## src/hdl/lsc_pkg.sv

```systemverilog
`default_nettype none
package lsc_pkg;

   localparam int COORD_WIDTH_DEF = 16;
   localparam int FRAC_BITS_DEF   = 16;

   // configuration register indexes
   typedef enum logic [1:0] {
      REG_X_MIN = 2'd0,
      REG_X_MAX = 2'd1,
      REG_Y_MIN = 2'd2,
      REG_Y_MAX = 2'd3
   } reg_index_type;

   localparam int RESET_MIN = -60;
   localparam int RESET_MAX = 60;

   // status carried from the front end to the back end with each segment
   typedef struct packed {
      logic valid;
      logic keep;
   } seg_status_type;

endpackage
`default_nettype wire

```

## src/hdl/lsc_back.sv

```systemverilog
`default_nettype none
// Back end: scale u*d with rounding and form the clipped endpoints.
module lsc_back
   import lsc_pkg::*;
#(
   parameter int CW   = COORD_WIDTH_DEF,
   parameter int FRAC = FRAC_BITS_DEF
) (
   input  wire                     clock,
   input  wire                     reset,
   input  wire                     stall,
   input  seg_status_type          st_in,
   input  wire  signed [CW-1:0]    x1,
   input  wire  signed [CW-1:0]    y1,
   input  wire  signed [CW:0]      dx,
   input  wire  signed [CW:0]      dy,
   input  wire  signed [FRAC+2:0]  uin,
   input  wire  signed [FRAC+2:0]  uout,
   output logic                    out_valid,
   output logic [4*CW:0]           out_data
);
   localparam int DW = CW + 1;
   localparam int RW = FRAC + 3;
   localparam int PW = DW + RW;

   // stage 1: signed products
   logic signed [PW-1:0] prod_ff [4];
   logic signed [CW-1:0] x1_ff, y1_ff;
   logic                 v1_ff, k1_ff;
   always_ff @(posedge clock) begin
      if (reset) v1_ff <= 1'b0;
      else if (!stall) v1_ff <= st_in.valid;
      if (!stall) begin
         k1_ff      <= st_in.keep;
         x1_ff      <= x1;
         y1_ff      <= y1;
         prod_ff[0] <= PW'(uin) * PW'(dx);
         prod_ff[1] <= PW'(uin) * PW'(dy);
         prod_ff[2] <= PW'(uout) * PW'(dx);
         prod_ff[3] <= PW'(uout) * PW'(dy);
      end
   end

   // stage 2: round half away from zero and add base
   logic [CW-1:0] res [4];
   always_comb begin
      logic [PW-1:0] m;
      logic [PW-1:0] rm;
      logic signed [CW-1:0] base;
      for (int i = 0; i < 4; i++) begin
         m    = prod_ff[i][PW-1] ? PW'(-prod_ff[i]) : prod_ff[i];
         rm   = (m + (PW'(1) << (FRAC-1))) >> FRAC;
         if (prod_ff[i][PW-1]) rm = PW'(-rm);
         base = (i % 2 == 0) ? x1_ff : y1_ff;
         res[i] = k1_ff ? CW'(base + CW'(rm)) : '0;
      end
   end

   always_ff @(posedge clock) begin
      if (reset) out_valid <= 1'b0;
      else if (!stall) out_valid <= v1_ff;
      if (!stall) out_data <= {res[3], res[2], res[1], res[0], k1_ff};
   end
endmodule
`default_nettype wire

```

## config.mk

```make
export PLATFORM = sky130hd
export DESIGN_NAME = lsc_back
export DESIGN_NICKNAME = d
export VERILOG_FILES = /design/src/hdl/lsc_pkg.sv /design/src/hdl/lsc_back.sv
export SDC_FILE = /design/constraint.sdc
export NUM_CORES = 2
export LEC_CHECK = 0
export ABC_AREA = 1
export BUFFER_PORTS_ARGS = -buffer_cell sky130_fd_sc_hd__buf_4
export CORE_MARGIN = 2
export CORE_UTILIZATION = 60
export CTS_CLUSTER_SIZE = 24
export DETAILED_ROUTE_END_ITERATION = 7
export GPL_TIMING_DRIVEN = 0
export PLACE_DENSITY = 0.77
export REMOVE_ABC_BUFFERS = 1
export SETUP_SLACK_MARGIN = 0.1
export SLEW_MARGIN = 20
export SYNTH_ARGS = -nofsm -noshare
export SYNTH_HDL_FRONTEND = slang
export SYNTH_SLANG_ARGS = --single-unit
```

## constraint.sdc

```tcl
create_clock -name clock -period 10.44 [get_ports clock]
set_input_delay 0.522 -clock clock [delete_from_list [all_inputs] [get_ports clock]]
set_output_delay 0.522 -clock clock [all_outputs]
set_load 0.01 [all_outputs]
```

==> summary by stage <==
Outcome
The run finished with clean final reports.

Synth
The area share of and/or/nand/nor cells after synthesis is 0.186. The distinct cell type count after synthesis is 50. Of the total synthesized cell area, the portion taken by full adders, half adders and majority gates is 0.488.

Each instance of the synthesized netlist takes up on average 8.02 um^2. The share of the synthesized area in compound gates (AO/OA/AOI/OAI) is 0.0363. The cell count after synthesis came out at 8034. Of the total synthesized cell area, the portion taken by XOR and XNOR cells is 0.0304.

The Yosys warning count is 0. The share of the Yosys chip area taken by registers is 0.108. The netlist area before placement is 64500 um^2. The share of cell area taken by muxes after synthesis is 0. After synthesis, the largest family of logic cells by area is adder cells. Synthesis inferred between 200 and 250 register bits.

Timing
Across the routed clock network, the largest skew measured is 0.0194 ns. For the pin with the worst max-slew slack, the measured transition is 0.774 ns. The number of failing hold endpoints at the final stage was 0.

The number of slew-limit violations in the final report was 0. In the finished design, the share of the clock period the worst path needs comes to 0.672. The sum of negative setup slack is 0 ns. For this run, the top clock speed supported by timing is 143 MHz. The relative slew slack is 0.483. Setup repair after global routing left no endpoint under its margin. Counting I/O delays and the setup requirement, the final critical path takes 7.02 ns. The count of endpoints failing setup in the final report is 0.

Final layout
The number of nets in the layout is approximately 9800. The synthesis-to-layout area growth is 4.48%. The fraction of final layout cells sized beyond drive strength 1 is 0.0508.

The combined area of the multi-input logic cells is between 40000 and 50000 um^2. The number of inserted filler cells in the final layout is 8975. The area of all sequential standard cells is 6950 um^2.

Detailed routing
In this run the remaining antenna-violating nets after routing total 0. The mean number of vias per cell is approximately 5.3. The average routed wire per standard cell is about 17 um. The number of violations reported at the end of detailed-routing iteration 0 is 3816. Summed over all layers, the routed wires come to 158 mm. The total via count after detailed routing is 50042. For this run, the detailed router's first-pass iteration total came to 6. The count of unresolved DRC violations after routing is 0.

Worst setup path
The reg-to-reg endpoint is out_data[47]. STA puts the critical path data arrival time at 7.28 ns. The critical path is of the input port to register type.

The endpoint class of the critical path is a register. The maximum fanout count along the critical path is 38. The worst register-to-register path begins at prod_ff[2][1]. The worst setup path is launched from an input port. Counting cells, the worst reg-to-reg path comes to 33.

At the worst endpoint, the required time is roughly 11 ns. The minimum setup slack among reg-to-reg paths is 5.34 ns.

Clocking
The count of buffers added by post-CTS timing repair for setup is 0. The number of buffers created by CTS is 25. Clock-pin slew was measured on the worst setup and hold paths at 0.07 ns. At the later pin of the worst-skew pair, clock insertion delay measures 0.58 ns. The total clock sinks is 232. For this design, the CTS-stage hold fixing added 0 buffers. In this run the number of H-tree levels came out at 1. The tree is rooted in a clkbuf_16. Counting along the longest clock path gives a buffer depth of 3. TritonCTS built the clock tree. In this run, post-CTS repair resized a total of 0 instances.

Global route
The global-route wire length before repair is between 200 and 300 mm. The number of antenna violations at the first check in global routing is 8. Entering global routing, the biggest net connects between 100 and 150 pins.

The via count of the first global-routing pass came to 53351. The overall global routing resource usage is 0.299. The total overflow left after global routing is 0.

Floorplanning
The I/O pin count is between 150 and 200. The core footprint is 107000 um^2. The initialized floorplan defines 120 standard-cell rows. The height of the chip is 332 um. The floorplan step defined a die boundary enclosing 110000 um^2.

The initial utilization of the core area, before any placement, comes to 0.604. The horizontal die dimension is 332 um.

Placed design
In this run the tool buffered the top-level ports with 174 buffer cells. The final RePlAce weighted congestion is 0.945. The wire-length estimate of the detail-placed layout is around 120 mm.

Min path
The tightest min-delay check is of the input port to register type. The hold path endpoint is out_valid. The start point of the worst hold path is reset. Along the worst hold path, the cell count comes to 2.

Flow run
The max capacitance violation total is 0.
metal layers:
metal / track usage / wire length (um) / vias to the layer above
li1: - / - / 22965
met1: 0.402 / 63900 / 24658
met2: 0.499 / 73900 / 2085
met3: 0.0521 / 14400 / 330
met4: 0.0923 / 5450 / 4
met5: 0 / 27 / -
cells by family (layout without fill, tap and decap cells):
family	count (synthesis)	count (layout)
simple gates	2841	2841
buf+inv	2590	2506
other cells	0	1
flops	232	232
xor+xnor	222	222
fa+ha+maj	1732	1732
compound gates	417	417
flip-flops by register name (all words and copies together), names as in the netlist:
name / flops
y1_ff: 16
out_data: 65
prod_ff: 132
k1_ff: 1
x1_ff: 16
out_valid: 1
v1_ff: 1
cell usage after synthesis (all sizes together):
cell	instances	area, um^2
nor2	430	1910
nor4	6	37.5
inv	2276	8550
nand3	208	1180
o2bb2ai	1	8.76
a221oi	6	52.6
a211oi	5	37.5
and2	1	6.26
nor3	29	145
clkinv	1	3.75
edfxtp	230	6910
a41oi	2	17.5
nand4	53	332
o21bai	18	135
o21ai	113	573
a21boi	4	30.0
nand3b	43	327
ha	424	5310
o2111ai	5	43.8
a31oi	11	68.8
a21oi	210	1050
o221ai	4	35.0
xnor2	100	891
or2	4	25.0
xor2	122	1070
a21o	13	97.6
dfxtp	2	40.0
o31ai	5	37.5
o21a	14	105
nand2	2067	8020
clkbuf	243	912
o211ai	6	45.0
fa	1308	26200
buf	70	288
worst max-delay path, cell delays in order:
cell and delay (ns):
buf_4 0.51, nand2_1 0.22, inv_1 0.16, fa_1 0.53
fa_1 0.91, fa_1 0.54, fa_1 0.57, fa_1 0.43
fa_1 0.44, ha_1 0.43, a21oi_1 0.52, o31ai_1 0.11
a221oi_1 0.24, nand2_1 0.25, a41oi_1 0.28, xor2_1 0.59
per-stage QoR:
step,instance area [um^2],std cells,setup slack [ns],hold WS [ns],util
2_1_floorplan,63300,7721,4.63,0.435,-
3_3_place_gp,66300,9298,3.07,0.442,0.621
3_5_place_dp,66500,9307,3.12,0.456,0.623
4_1_cts,67400,9353,3.70,0.0786,0.631
5_1_grt,67400,9354,3.20,0.0985,0.631
6_report,67400,9354,3.42,0.106,0.631
area by class of cell:
| type | instances | area share |
|---|---|---|
| clock inverters | 20 | 0.00308 |
| repair buffers | 183 | 0.0220 |
| well taps | 1403 | 0.0261 |
| multi-input cells | 5212 | 0.709 |
| inverters | 2277 | 0.127 |
| clock buffers | 26 | 0.00934 |
| diodes | 1 | 0.0000372 |
| flip-flops and latches | 232 | 0.103 |
worst max-delay path by stage:
stage	startpoint	end	slack [ns]	cells after the start
6_report	dy[2]	prod_ff[3][35]	3.42	16
2_1_floorplan	dx[16]	prod_ff[0][30]	4.63	22
3_3_place_gp	dx[16]	prod_ff[2][30]	3.07	21
4_1_cts	dy[2]	prod_ff[3][35]	3.70	18
3_5_place_dp	dy[2]	prod_ff[3][35]	3.12	18
5_1_grt	dy[2]	prod_ff[3][35]	3.20	16
cell usage in the layout, fill, tap and decap left out, drive strengths merged, types with 10 or more instances in the layout:
cell type	n
clkbuf	26
inv	2279
a31oi	11
nand4	53
o21bai	18
o21ai	113
xor2	122
a21o	13
nand3b	43
xnor2	100
o21a	14
fa	1308
buf	183
ha	424
nor2	430
clkinv	10
edfxtp	230
nand3	208
a21oi	210
nor3	29
nand2	2067
Power is left out: the tool's default activity adds up to more than one toggle a clock period on the data nets, which glitch-free logic cannot reach.
